### config.mk
export PLATFORM = sky130hd
export DESIGN_NAME = bts_fifo
export DESIGN_NICKNAME = d
export VERILOG_FILES = /design/src/rtl/bts_fifo.sv
export SDC_FILE = /design/constraint.sdc
export NUM_CORES = 1
export LEC_CHECK = 0
export BUFFER_PORTS_ARGS = -buffer_cell sky130_fd_sc_hd__buf_2
export CAP_MARGIN = 30
export CELL_PAD_IN_SITES_DETAIL_PLACEMENT = 1
export CELL_PAD_IN_SITES_GLOBAL_PLACEMENT = 1
export CORE_MARGIN = 2
export CORE_UTILIZATION = 45
export DETAILED_ROUTE_END_ITERATION = 7
export PLACE_DENSITY_LB_ADDON = 0.1
export SLEW_MARGIN = 10
export SYNTH_ARGS = -nofsm -noshare
export SYNTH_HDL_FRONTEND = slang
export SYNTH_SLANG_ARGS = --single-unit
### constraint.sdc
create_clock -name clk -period 2.5 [get_ports clk]
set_input_delay 0.5 -clock clk [delete_from_list [all_inputs] [get_ports clk]]
set_output_delay 0.5 -clock clk [all_outputs]
set_load 0.02 [all_outputs]
### src/rtl/bts_fifo.sv
`default_nettype none

module bts_fifo #(
    parameter int WIDTH = 32,
    parameter int DEPTH = 4,
    localparam int PW   = $clog2(DEPTH),
    localparam int CW   = $clog2(DEPTH + 1)
) (
    input  wire logic             clk,
    input  wire logic             rst_n,
    input  wire logic             push,
    input  wire logic [WIDTH-1:0] wdata,
    output logic                  full,
    input  wire logic             pop,
    output logic      [WIDTH-1:0] rdata,
    output logic                  empty
);

    logic [WIDTH-1:0] mem [DEPTH];
    logic [PW-1:0]    wr_ptr_reg, rd_ptr_reg;
    logic [PW-1:0]    wr_ptr_next, rd_ptr_next;
    logic [CW-1:0]    count_reg;
    logic             do_push, do_pop;

    assign full    = (count_reg == CW'(DEPTH));
    assign empty   = (count_reg == '0);
    assign do_push = push && !full;
    assign do_pop  = pop && !empty;
    assign rdata   = mem[rd_ptr_reg];

    assign wr_ptr_next = (wr_ptr_reg == PW'(DEPTH - 1)) ? '0 : wr_ptr_reg + 1'b1;
    assign rd_ptr_next = (rd_ptr_reg == PW'(DEPTH - 1)) ? '0 : rd_ptr_reg + 1'b1;

    always_ff @(posedge clk or negedge rst_n)
    begin
        if (!rst_n)
        begin
            wr_ptr_reg <= '0;
            rd_ptr_reg <= '0;
            count_reg  <= '0;
        end
        else
        begin
            if (do_push)
            begin
                wr_ptr_reg <= wr_ptr_next;
            end
            if (do_pop)
            begin
                rd_ptr_reg <= rd_ptr_next;
            end
            if (do_push && !do_pop)
            begin
                count_reg <= count_reg + 1'b1;
            end
            else if (do_pop && !do_push)
            begin
                count_reg <= count_reg - 1'b1;
            end
        end
    end

    always_ff @(posedge clk)
    begin
        if (do_push)
        begin
            mem[wr_ptr_reg] <= wdata;
        end
    end

endmodule

`default_nettype wire

# Word level (Yosys, flattened, before mapping)

Memory sizes are Yosys's and may differ from the RTL's.
Index checks and enable logic that the tools add are counted.

Register bits after elaboration: 7
Output and inout bits: 34
Memories kept: 1
Input port bits: 36
Bits in writable memories: 128

Eq/ne operators: 3
Multiplexer cells: 6
Add/sub/neg operators: 4
Reduce and logical (&&, ||, !) cells: 10

Memory list:

| name | words | width | rd ports | clocked after memory_dff | wr ports | line | RTL |
|---|---|---|---|---|---|---|---|
| mem  | 4     | 32    | 1        | 0                        | 1        | 19   | `logic [WIDTH-1:0] mem [DEPTH];` |

Operators by type and width:

| kind                                                                | number |
|---|---|
| 3-bit 2-to-1 mux                                                    | 2 |
| 2-bit by 1-bit adder with 2-bit output (second input constant)      | 2 |
| 2-bit == test (second input constant)                               | 2 |
| 1-bit logical AND                                                   | 4 |
| 1-bit logical NOT                                                   | 4 |
| 2-bit 2-to-1 mux                                                    | 2 |
| 3-bit by 1-bit adder with 3-bit output (second input constant)      | 1 |
| 3-bit == test (second input constant)                               | 1 |
| 3-bit logical NOT                                                   | 1 |
| 3-bit by 1-bit subtractor with 3-bit output (second input constant) | 1 |
| 1-bit 2-to-1 mux                                                    | 2 |
| 2-bit nonzero test                                                  | 1 |

# Longest topological paths before layout

Gate-level depths: netlist of run 1.

Depth in word-level cells: 7
Mapped depth: 8
Depth with buffers taken out: 8

# Least setup slack after synthesis of run 1

No wires, ideal clock.

Kind: register to register
From: reg count_reg[2]
To: mem mem[3][0], enable pin
Setup slack: 87 ps
Cell stages (with the launch flop): 3
Required time: 2078 ps
Clock period less this slack: 2413 ps
Buffers on the path: 0
Arrival: 1991 ps
Path through: dfrtp_1 -> nor3b_4 -> nor2_1

Cells in the longest elaborated chain, start to end: 5

RTL lines:

| element                                | line | RTL |
|---|---|---|
| start, declared                        | 22   | `logic [CW-1:0] count_reg;` |
| start signal, assigned                 | 54   | `count_reg <= count_reg + 1'b1;` |
| start signal, assigned                 | 58   | `count_reg <= count_reg - 1'b1;` |
| 3-bit == test                          | 25   | `assign full = (count_reg == CW'(DEPTH));` |
| net full                               | 13   | `output logic full,` |
| 1-bit logical NOT                      | 27   | `assign do_push = push && !full;` |
| 1-bit logical AND                      | 27   |  |
| 1-bit 2-to-1 mux                       | 65   | `if (do_push)` |
| 1-bit 2-to-1 mux (not written as such) | 67   | `mem[wr_ptr_reg] <= wdata;` |
| end, declared                          | 19   |  |

The timed path passes the listed nets, and every way through them passes these cells.

# Worst setup path in the final report of run 1

From: reg rd_ptr_reg[0]
To: out rdata[16]

Cells in the longest elaborated chain, start to end: 1

RTL lines:

| element                | line | RTL |
|---|---|---|
| start, declared        | 20   | `logic [PW-1:0] wr_ptr_reg, rd_ptr_reg;` |
| start signal, assigned | 50   | `rd_ptr_reg <= rd_ptr_next;` |
| memory 4 x 32 bit      | --   |  |
| end, declared          | 15   | `output logic [WIDTH-1:0] rdata,` |

Every way passes these cells.

==> flow_summary.toml, run 1 <==
[timing]
setup_viol = 0
hold_viol_final = 0
relSlewSlack_pct = 64.5
final.setup_skew_ns = 0.00764
slew_viol_final = 0
rsz0062_at_grt = "no"
period_share_pct = 91.6
fmax_mhz = 437
tightest_slew_ns = 0.533
setup_ws_ns = 0.210
final.setup.tns_ns = 0
post-route-min-period_ns = 2.29

[layout]
drive_gt1_share_pct = 48.9
stdcell_area_um2 = 6280
layout_common_cells = "128 x edfxtp_1, 69 x buf_2, 32 x mux4_2"
fin_util_pct = 57.4
diodes = 0
nNetsFinal = 335
layout.cells.non_filler = 445
mostFrequentLayoutCell = "edfxtp_1"
syn2layout_area_growth_pct = 23.5
largest_register_ffs = 128

[clock_network]
worstSkewPairLatency_ns = 0.41
h-tree-depth = 4
path_clk_slew_ns = 0.06
cts_tree = "yes"
cts-buffers-inserted = 17
clock_path_buffers = 2
clock_sinks = 135
ctsRootBufferMaster = "clkbuf_16"
post_cts_buffers = 0

[synthesis]
syn_inst = 205
ys_seq_area_share_pct = 79.0
synth.distinct_cells = 21
synth_area_per_cell_um2 = 24.8
synthesis.area_um2 = 5080
ys_ff_latch = 135
ys_warn_count = 0
syn_nets = 248

[min_path]
hold_path_depth = 1
hp-class = "input port to flop"

[power_and_ir_drop]
pwr-share-clk_pct = 30.7
leakage_nw = 2.21
vdd_drop_max_v = 0.000703
sw_frac_of_total_pct = 30.7
p_switching_mw = 2.49
internal_power_mw = 5.62
seq_power_share_pct = 40.5
pwr-share-comb_pct = 28.8
power_density_nw_per_um2 = 1290

[critical_path]
cp.required_ns = 2.00
crit_arrival_ns = 1.79
crit_type = "flop to output pin"
rr_worst_depth = 7
crit_path_start_kind = "flop"
crit_path_end_kind = "output pin"
crit_fanout = 27

[placement]
placed_cells = 412
port_buffers = 69
pre_cts_slack_ns = 0.378
gp_congestion = 0.633
placed_area_um2 = 5660
hpwl_um = 5440

[drt]
drc = 0
drt_first_iter_violations = 104
dr.pass1.iters = 4
wire_per_inst_um = 20.4
final_antenna_net_count = 0
wirelength_um = 9090
viasPerCell = 5.22
vias = 2323

[die]
ios = 70
die_h_um = 110
num_rows = 38
die-width_um = 110
design.die.area_um2 = 12200
fp.coreArea_um2 = 10900
start_util_pct = 46.5

[global_route]
grt_use_total_pct = 16.6
grt_pass1_wl_um = 14000
grt_antenna_before_repair = 1
grt_pass1_vias = 2588
grt_max_degree = 35
grt_remaining_overflow = 0

[outcome]
status = "finished, final reports clean"

[job]
cap_violations = 0
==> area by class of cell <==
class	instances	area (um2)
inverters	3	11.3
well taps	140	175
clock buffers	17	425
multi-input cells	59	1000
fillers	954	4660
clock inverters	15	179
repair buffers	76	463
flip-flops and latches	135	4020
==> cells in the mapped netlist <==
library cell / n / share of area, %
dfrtp_1: 7 / 3.4
ha_1: 6 / 1.5
nor3b_4: 1 / 0.37
mux2_4: 2 / 0.59
nor3_1: 2 / 0.20
nor2b_4: 1 / 0.27
and2_1: 3 / 0.37
a21o_1: 1 / 0.15
edfxtp_1: 128 / 76
buf_2: 3 / 0.30
xnor2_1: 1 / 0.17
buf_6: 4 / 0.89
clkbuf_1: 1 / 0.074
o31ai_2: 1 / 0.25
mux4_2: 32 / 14
nand2_1: 1 / 0.074
xor2_1: 2 / 0.34
nor2_1: 3 / 0.22
inv_1: 3 / 0.22
fa_1: 1 / 0.39
mux2_1: 2 / 0.44
==> critical path, cell delays in order, from the launching register on <==
cell and delay [ns]:
dfrtp_2 0.38, buf_12 0.24, mux4_2 0.56, buf_2 0.18
==> cells by family after synthesis <==
logic type	share of synthesized area, %
adder cells (fa/ha/maj)	1.87
AO/OA/AOI/OAI	0.394
AND/OR/NAND/NOR	1.50
multiplexers	15.2
XOR/XNOR	0.517
flip-flops	79.0
buffers and inverters	1.48
==> metal layers <==
metal  share of wire (%)  vias to the layer above  GRT usage [%]
li1                    -                     1033              -
met1                  43                     1212           20.6
met2                  52                       63           27.2
met3                 4.2                       13           4.82
met4                 1.4                        2           7.77
met5               0.088                        -              0
==> metrics by stage <==
stage / hold WS [ns] / total power [mW]
global route: 0.285 / 8.51
floorplan: 0.204 / 4.91
global placement: 0.349 / 5.70
detailed placement: 0.351 / 5.72
CTS: 0.286 / 8.24
finish: 0.308 / 8.11
==> timing repair <==
item                                   in CTS  in global routing
hold buffers                                1                  0
endpoints found under the hold margin       7                  0
setup endpoints to repair                   4                  0
resized for setup                           1                  0
==> power by group through the flow <==
stage | sequential [mW] | combinational (mW) | clock (mW)
2_1_floorplan | 3.17 | 1.75 | 0
3_3_place_gp | 3.31 | 2.38 | 0
3_5_place_dp | 3.33 | 2.39 | 0
4_1_cts | 3.29 | 2.40 | 2.56
5_1_grt | 3.33 | 2.53 | 2.65
6_report | 3.29 | 2.33 | 2.49
==> path summary, 6_finish.rpt <==
check,start,to,slack (ns)
setup / recovery,rd_ptr_reg[0]$_DFFE_PN0P_,rdata[16],0.21
setup reg to reg,count_reg[0]$_DFFE_PN0P_,count_reg[2]$_DFFE_PN0P_,0.40
max in group asynchronous,rst_n,rd_ptr_reg[1]$_DFFE_PN0P_,1.86
hold reg to reg,count_reg[2]$_DFFE_PN0P_,count_reg[2]$_DFFE_PN0P_,0.56
min in group asynchronous,rst_n,count_reg[1]$_DFFE_PN0P_,0.46
hold / removal,wdata[0],mem[3][0]$_DFFE_PP_,0.31
(Power assumes the default switching activity.)
==> inputs of run 2 (changes only) <==
--- a/config.mk
+++ b/config.mk
@@ -8,9 +8,10 @@
 export BUFFER_PORTS_ARGS = -buffer_cell sky130_fd_sc_hd__buf_2
 export CAP_MARGIN = 30
 export CELL_PAD_IN_SITES_DETAIL_PLACEMENT = 1
-export CELL_PAD_IN_SITES_GLOBAL_PLACEMENT = 1
+export CELL_PAD_IN_SITES_GLOBAL_PLACEMENT = 2
 export CORE_MARGIN = 2
-export CORE_UTILIZATION = 45
+export CORE_UTILIZATION = 40
+export CTS_CLUSTER_DIAMETER = 100
 export DETAILED_ROUTE_END_ITERATION = 7
 export PLACE_DENSITY_LB_ADDON = 0.1
 export SLEW_MARGIN = 10
==> flow_summary.toml, run 2 (synthesis gave the netlist of run 1 again) <==
[power_and_ir_drop]
vdd_drop_max_v = 0.000586
pwr-share-clk_pct = 28.3
power_mw = 7.95
seq_power_share_pct = 40.8
leakage_nw = 2.24
power_density_nw_per_um2 = 1260
internal_power_mw = 5.53
p_switching_mw = 2.42
pwr-share-comb_pct = 30.9
sw_frac_of_total_pct = 30.4

[drt]
dr.pass1.iters = 4
drt_first_iter_violations = 166
wirelength_um = 9480
wire_per_inst_um = 19.5
drc = 0
final_antenna_net_count = 0
vias = 2346
viasPerCell = 4.82

[clock_network]
ctsRootBufferMaster = "clkbuf_16"
cts_tree = "yes"
clock_path_buffers = 2
path_clk_slew_ns = 0.06
cts-buffers-inserted = 17
clock_sinks = 135
h-tree-depth = 4
worstSkewPairLatency_ns = 0.42

[critical_path]
worst-r2r-setup-slack_ns = 0.41
crit_arrival_ns = 1.89
cp.required_ns = 2.00
r2r_start = "count_reg[0]$_DFFE_PN0P_"
crit_path_end_kind = "output pin"
crit_chain = "buf_4 -> mux4_2 -> buf_2"
cp_slowest_stage_delay_ns = 0.54
crit_type = "flop to output pin"
crit_path_start_kind = "flop"
crit_fanout = 8
cp_slowest_cell = "mux4_2"
cp-startpoint = "rd_ptr_reg[0]$_DFFE_PN0P_"

[global_route]
grt_remaining_overflow = 0
grt_max_degree = 23
grt_pass1_wl_um = 14800
grt_antenna_before_repair = 0
grt_pass1_vias = 2562
grt_use_total_pct = 15.8

[die]
num_rows = 41
design.die.area_um2 = 13600
fp.coreArea_um2 = 12500
die_h_um = 117
ios = 70
die-width_um = 117
start_util_pct = 40.6

[layout]
largest_register_ffs = 128
stdcell_area_um2 = 6310
diodes = 0
fillCellCount = 1171
layout_common_cells = "128 x edfxtp_1, 69 x buf_2, 32 x mux4_2"
layout.cells.non_filler = 487
nNetsFinal = 345
drive_gt1_share_pct = 48.9
mostFrequentLayoutCell = "edfxtp_1"
fin_util_pct = 50.4
multiInputGateArea_um2 = 1000
syn2layout_area_growth_pct = 24.1
regArea_um2 = 4020

[placement]
placed_area_um2 = 5730
pre_cts_slack_ns = 0.414
placed_cells = 451
hpwl_um = 6070
gp_congestion = 0.656
port_buffers = 69

[timing]
setup_ws_ns = 0.112
relSlewSlack_pct = 67.4
period_share_pct = 95.5
post-route-min-period_ns = 2.39
hold_viol_final = 0
setup_viol = 0
tightest_slew_ns = 0.490
final.setup.tns_ns = 0
slew_viol_final = 0
final.setup_skew_ns = 0.0124
rsz0062_at_grt = "no"
fmax_mhz = 419
whs_ns = 0.302

[min_path]
min_from = "wdata[19]"
hp-class = "input port to flop"

[outcome]
status = "finished, final reports clean"

[job]
cap_violations = 0
## run 2: changes by cell type in the layout (fill, tap and decap cells not counted)
cell / previous run / this run
buf_4: 1 / 13
clkbuf_1: 0 / 6
clkbuf_8: 0 / 6
clkinv_4: 4 / 0
bufinv_16: 3 / 0
clkinvlp_4: 3 / 0
buf_12: 5 / 3
inv_6: 2 / 0
clkinv_1: 1 / 0
clkinv_2: 2 / 3
dfrtp_2: 1 / 2
dfrtp_4: 1 / 0
## run 2: what timing repair did
item	CTS	global route
setup endpoints to repair	0	5
gates resized for setup	0	0
hold buffers	1	0
endpoints found under the hold margin	7	0
buffers inserted	0	3
## run 2: worst paths after layout
check | end | cells after the start
worst max-delay path | rdata[24] | 3
worst min-delay path | mem[1][19]$_DFFE_PP_ | 1
worst max register to register | count_reg[2]$_DFFE_PN0P_ | 7
worst min register to register | count_reg[2]$_DFFE_PN0P_ | 1
max in group asynchronous | rd_ptr_reg[0]$_DFFE_PN0P_ | 2
min in group asynchronous | wr_ptr_reg[1]$_DFFE_PN0P_ | 2
## run 2: critical path, delay by kind of cell, from the launching register on
kind	cells	cell delay, ns
DFF	1	0.49
muxes	1	0.54
buffers and inverters	2	0.44
## run 2: metal layers
layer  vias to the layer above  track usage [%]  share of wire (%)
met1                      1219             20.3                 44
li1                       1056                -                  -
met4                         0             7.53                1.8
met5                         -                0                  0
met2                        56             24.1                 50
met3                        15             5.66                4.2
## run 2: layout make-up
type	instances	area share, %
inverter	3	0.179
tap	172	3.41
sequential	135	63.7
multi-input combinational	59	15.9
clock inverter	3	0.238
timing repair buffer	86	8.13
clock buffer	29	8.41
## run 2: power groups by stage
stage	logic [mW]	registers (mW)	clock network [mW]
6_report	2.46	3.24	2.25
5_1_grt	2.68	3.30	2.41
4_1_cts	2.49	3.26	2.32
3_5_place_dp	2.48	3.30	0
3_3_place_gp	2.49	3.29	0
2_1_floorplan	1.75	3.17	0
==> inputs of run 3 (changes only) <==
--- a/config.mk
+++ b/config.mk
@@ -5,15 +5,17 @@
 export SDC_FILE = /design/constraint.sdc
 export NUM_CORES = 1
 export LEC_CHECK = 0
+export ABC_AREA = 1
 export BUFFER_PORTS_ARGS = -buffer_cell sky130_fd_sc_hd__buf_2
 export CAP_MARGIN = 30
 export CELL_PAD_IN_SITES_DETAIL_PLACEMENT = 1
 export CELL_PAD_IN_SITES_GLOBAL_PLACEMENT = 2
 export CORE_MARGIN = 2
-export CORE_UTILIZATION = 40
+export CORE_UTILIZATION = 42
 export CTS_CLUSTER_DIAMETER = 100
 export DETAILED_ROUTE_END_ITERATION = 7
 export PLACE_DENSITY_LB_ADDON = 0.1
+export RECOVER_POWER = 100
 export SLEW_MARGIN = 10
 export SYNTH_ARGS = -nofsm -noshare
 export SYNTH_HDL_FRONTEND = slang
==> constraint.sdc (replaced) <==
create_clock -name clk -period 3 [get_ports clk]
set_input_delay 0.6 -clock clk [delete_from_list [all_inputs] [get_ports clk]]
set_output_delay 0.6 -clock clk [all_outputs]
set_load 0.02 [all_outputs]
==> flow_summary.toml, run 3 <==
[synthesis]
synth_area_per_cell_um2 = 12.7
synth_edf_count = 128
ys_seq_area_share_pct = 73.1
ys.flop_type = "edfxtp_1"
syn_inst = 434
synth_common_cells = "128 x edfxtp_1, 111 x nand2_1, 79 x inv_1"
syn_nets = 477
synth.distinct_cells = 16
yosysMostFrequentCell = "edfxtp_1"
yosysTopAreaCell = "edfxtp_1"
synthesis.area_um2 = 5490
synth_top_area_share_pct = 70.0
ys_warn_count = 0
synthArstFlopShare_pct = 5.19
ys_ff_latch = 135
synthTopCellsByArea = "edfxtp_1 70%, o211ai_1 8.7%, nand2_1 7.6%"

[timing]
final.setup_skew_ns = 0.00867
post-route-min-period_ns = 2.75
relSlewSlack_pct = 17.0
final.setup.tns_ns = 0
setup_viol = 0
period_share_pct = 91.6
slew_viol_final = 0
tightest_slew_ns = 1.24
fmax_mhz = 364
rsz0062_at_grt = "no"
hold_viol_final = 0

[clock_network]
cts_resized = 0
clock_sinks = 135
worstSkewPairLatency_ns = 0.42
path_clk_slew_ns = 0.06
ctsRootBufferMaster = "clkbuf_16"
clock_path_buffers = 2
cts-buffers-inserted = 17
h-tree-depth = 4
post_cts_buffers = 0
cts_tree = "yes"
hold_buffers = 0

[global_route]
grt_pass1_wl_um = 18100
grt_pass1_vias = 3522
grt_antenna_before_repair = 0
grt_use_total_pct = 17.2
grt_remaining_overflow = 0
grt_max_degree = 60

[layout]
nNetsFinal = 553
diodes = 0
drive_gt1_share_pct = 8.06
syn2layout_area_growth_pct = 17.9
layout_common_cells = "128 x edfxtp_1, 111 x nand2_1, 79 x inv_1"
fillCellCount = 1353
regArea_um2 = 4020
mostFrequentLayoutCell = "edfxtp_1"
largest_register_ffs = 128
multiInputGateArea_um2 = 1090

[critical_path]
rr_worst_depth = 5
crit_arrival_ns = 2.15
cp-startpoint = "rd_ptr_reg[0]$_DFFE_PN0P_"
crit_cells = 4
worst-r2r-setup-slack_ns = 0.48
cp_slowest_cell = "dfrtp_4"
crit_path_start_kind = "flop"
r2r_end = "mem[1][5]$_DFFE_PP_"
cp_slowest_stage_delay_ns = 0.80
crit_fanout = 59
cp_top_family = "flip-flops"
crit_type = "flop to output pin"
cp.required_ns = 2.40
crit_path_end_kind = "output pin"
crit_chain = "buf_4 -> o211ai_1 -> nand2_1 -> clkbuf_1"
r2r_start = "count_reg[0]$_DFFE_PN0P_"
critical_path_buf_inv_count = 2

[drt]
dr.pass1.iters = 4
wire_per_inst_um = 16.1
drc = 0
wirelength_um = 11200
viasPerCell = 4.85
drt_first_iter_violations = 114
final_antenna_net_count = 0
vias = 3358

[die]
die-width_um = 118
die_h_um = 118
design.die.area_um2 = 14000
num_rows = 41
fp.coreArea_um2 = 12700
start_util_pct = 43.4
ios = 70

[job]
cap_violations = 0

[outcome]
status = "finished, final reports clean"

[power_and_ir_drop]
vdd_drop_max_v = 0.000508
power_density_nw_per_um2 = 1040
leakage_nw = 2.49
power_mw = 6.74

[placement]
port_buffers = 69
hpwl_um = 6710
gp_congestion = 0.695

[min_path]
hp-class = "input port to asynchronous set/reset pin"
run 3: cell types whose count changed in the layout (fill, tap and decap cells not counted), sizes merged, moves of 6 or more:
cell	before	now
o211ai	0	64
clkbuf	29	89
nand3	0	7
mux4	32	0
nand2	1	111
inv	3	80
buf	85	8
clkinv	3	9
run 3: cell type report:
cell class	count	area share (%)
Sequential cell	135	62.1
Multi-Input combinational cell	198	16.9
Clock inverter	11	1.33
Timing Repair Buffer	78	5.08
Tap cell	172	3.32
Inverter	80	4.63
Clock buffer	19	6.68
run 3: logic make-up after synthesis:
group	after synthesis	synth area share, %
DFF	135	73.1
and+or+nand+nor	125	8.75
buffers and inverters	101	7.38
AOI/OAI and AO/OA	65	8.84
adders and majority gates	7	1.73
xor gates and xnor gates	1	0.159
run 3: where the power goes:
group,switching [mW],internal (mW)
registers,0.216,2.50
clock network,0.733,1.11
logic,1.57,0.613
run 3: worst max path at each step:
stage / endpoint / slack [ns]
after CTS: rdata[27] / 0.25
after global routing: rdata[16] / 0.06
after global placement: rdata[8] / 0.77
after floorplan: mem[0][0]$_DFFE_PP_ / 0.48
after detailed placement: rdata[27] / 0.70
final: rdata[27] / 0.25
run 3: through the flow:
step / worst slack (ns) / hold WS [ns] / std cells / util, % / area (um2)
floorplan: 0.479 / 0.304 / 434 / - / 5490
global placement: 0.772 / 0.452 / 663 / 47.9 / 6060
detailed placement: 0.696 / 0.456 / 663 / 47.9 / 6060
CTS: 0.254 / 0.0115 / 693 / 52.0 / 6580
global route: 0.0649 / 0.136 / 693 / 51.1 / 6480
finish: 0.253 / 0.0933 / 693 / 51.1 / 6480
run 3: metal layers:
metal  vias up  global-route usage [%]  routed length [um]
met5         -                       0                   0
met4         0                    6.70                 179
met3        11                    5.26                 475
met2        54                    29.3                5730
met1      1652                    20.5                4780
li1       1641                       -                   -
run 3: worst reg2reg max path: cells and delay by family, from the launching register on:
kind          cells  cell delay [ns]
flops             1             0.42
simple gates      3             1.42
buf+inv           2             0.38
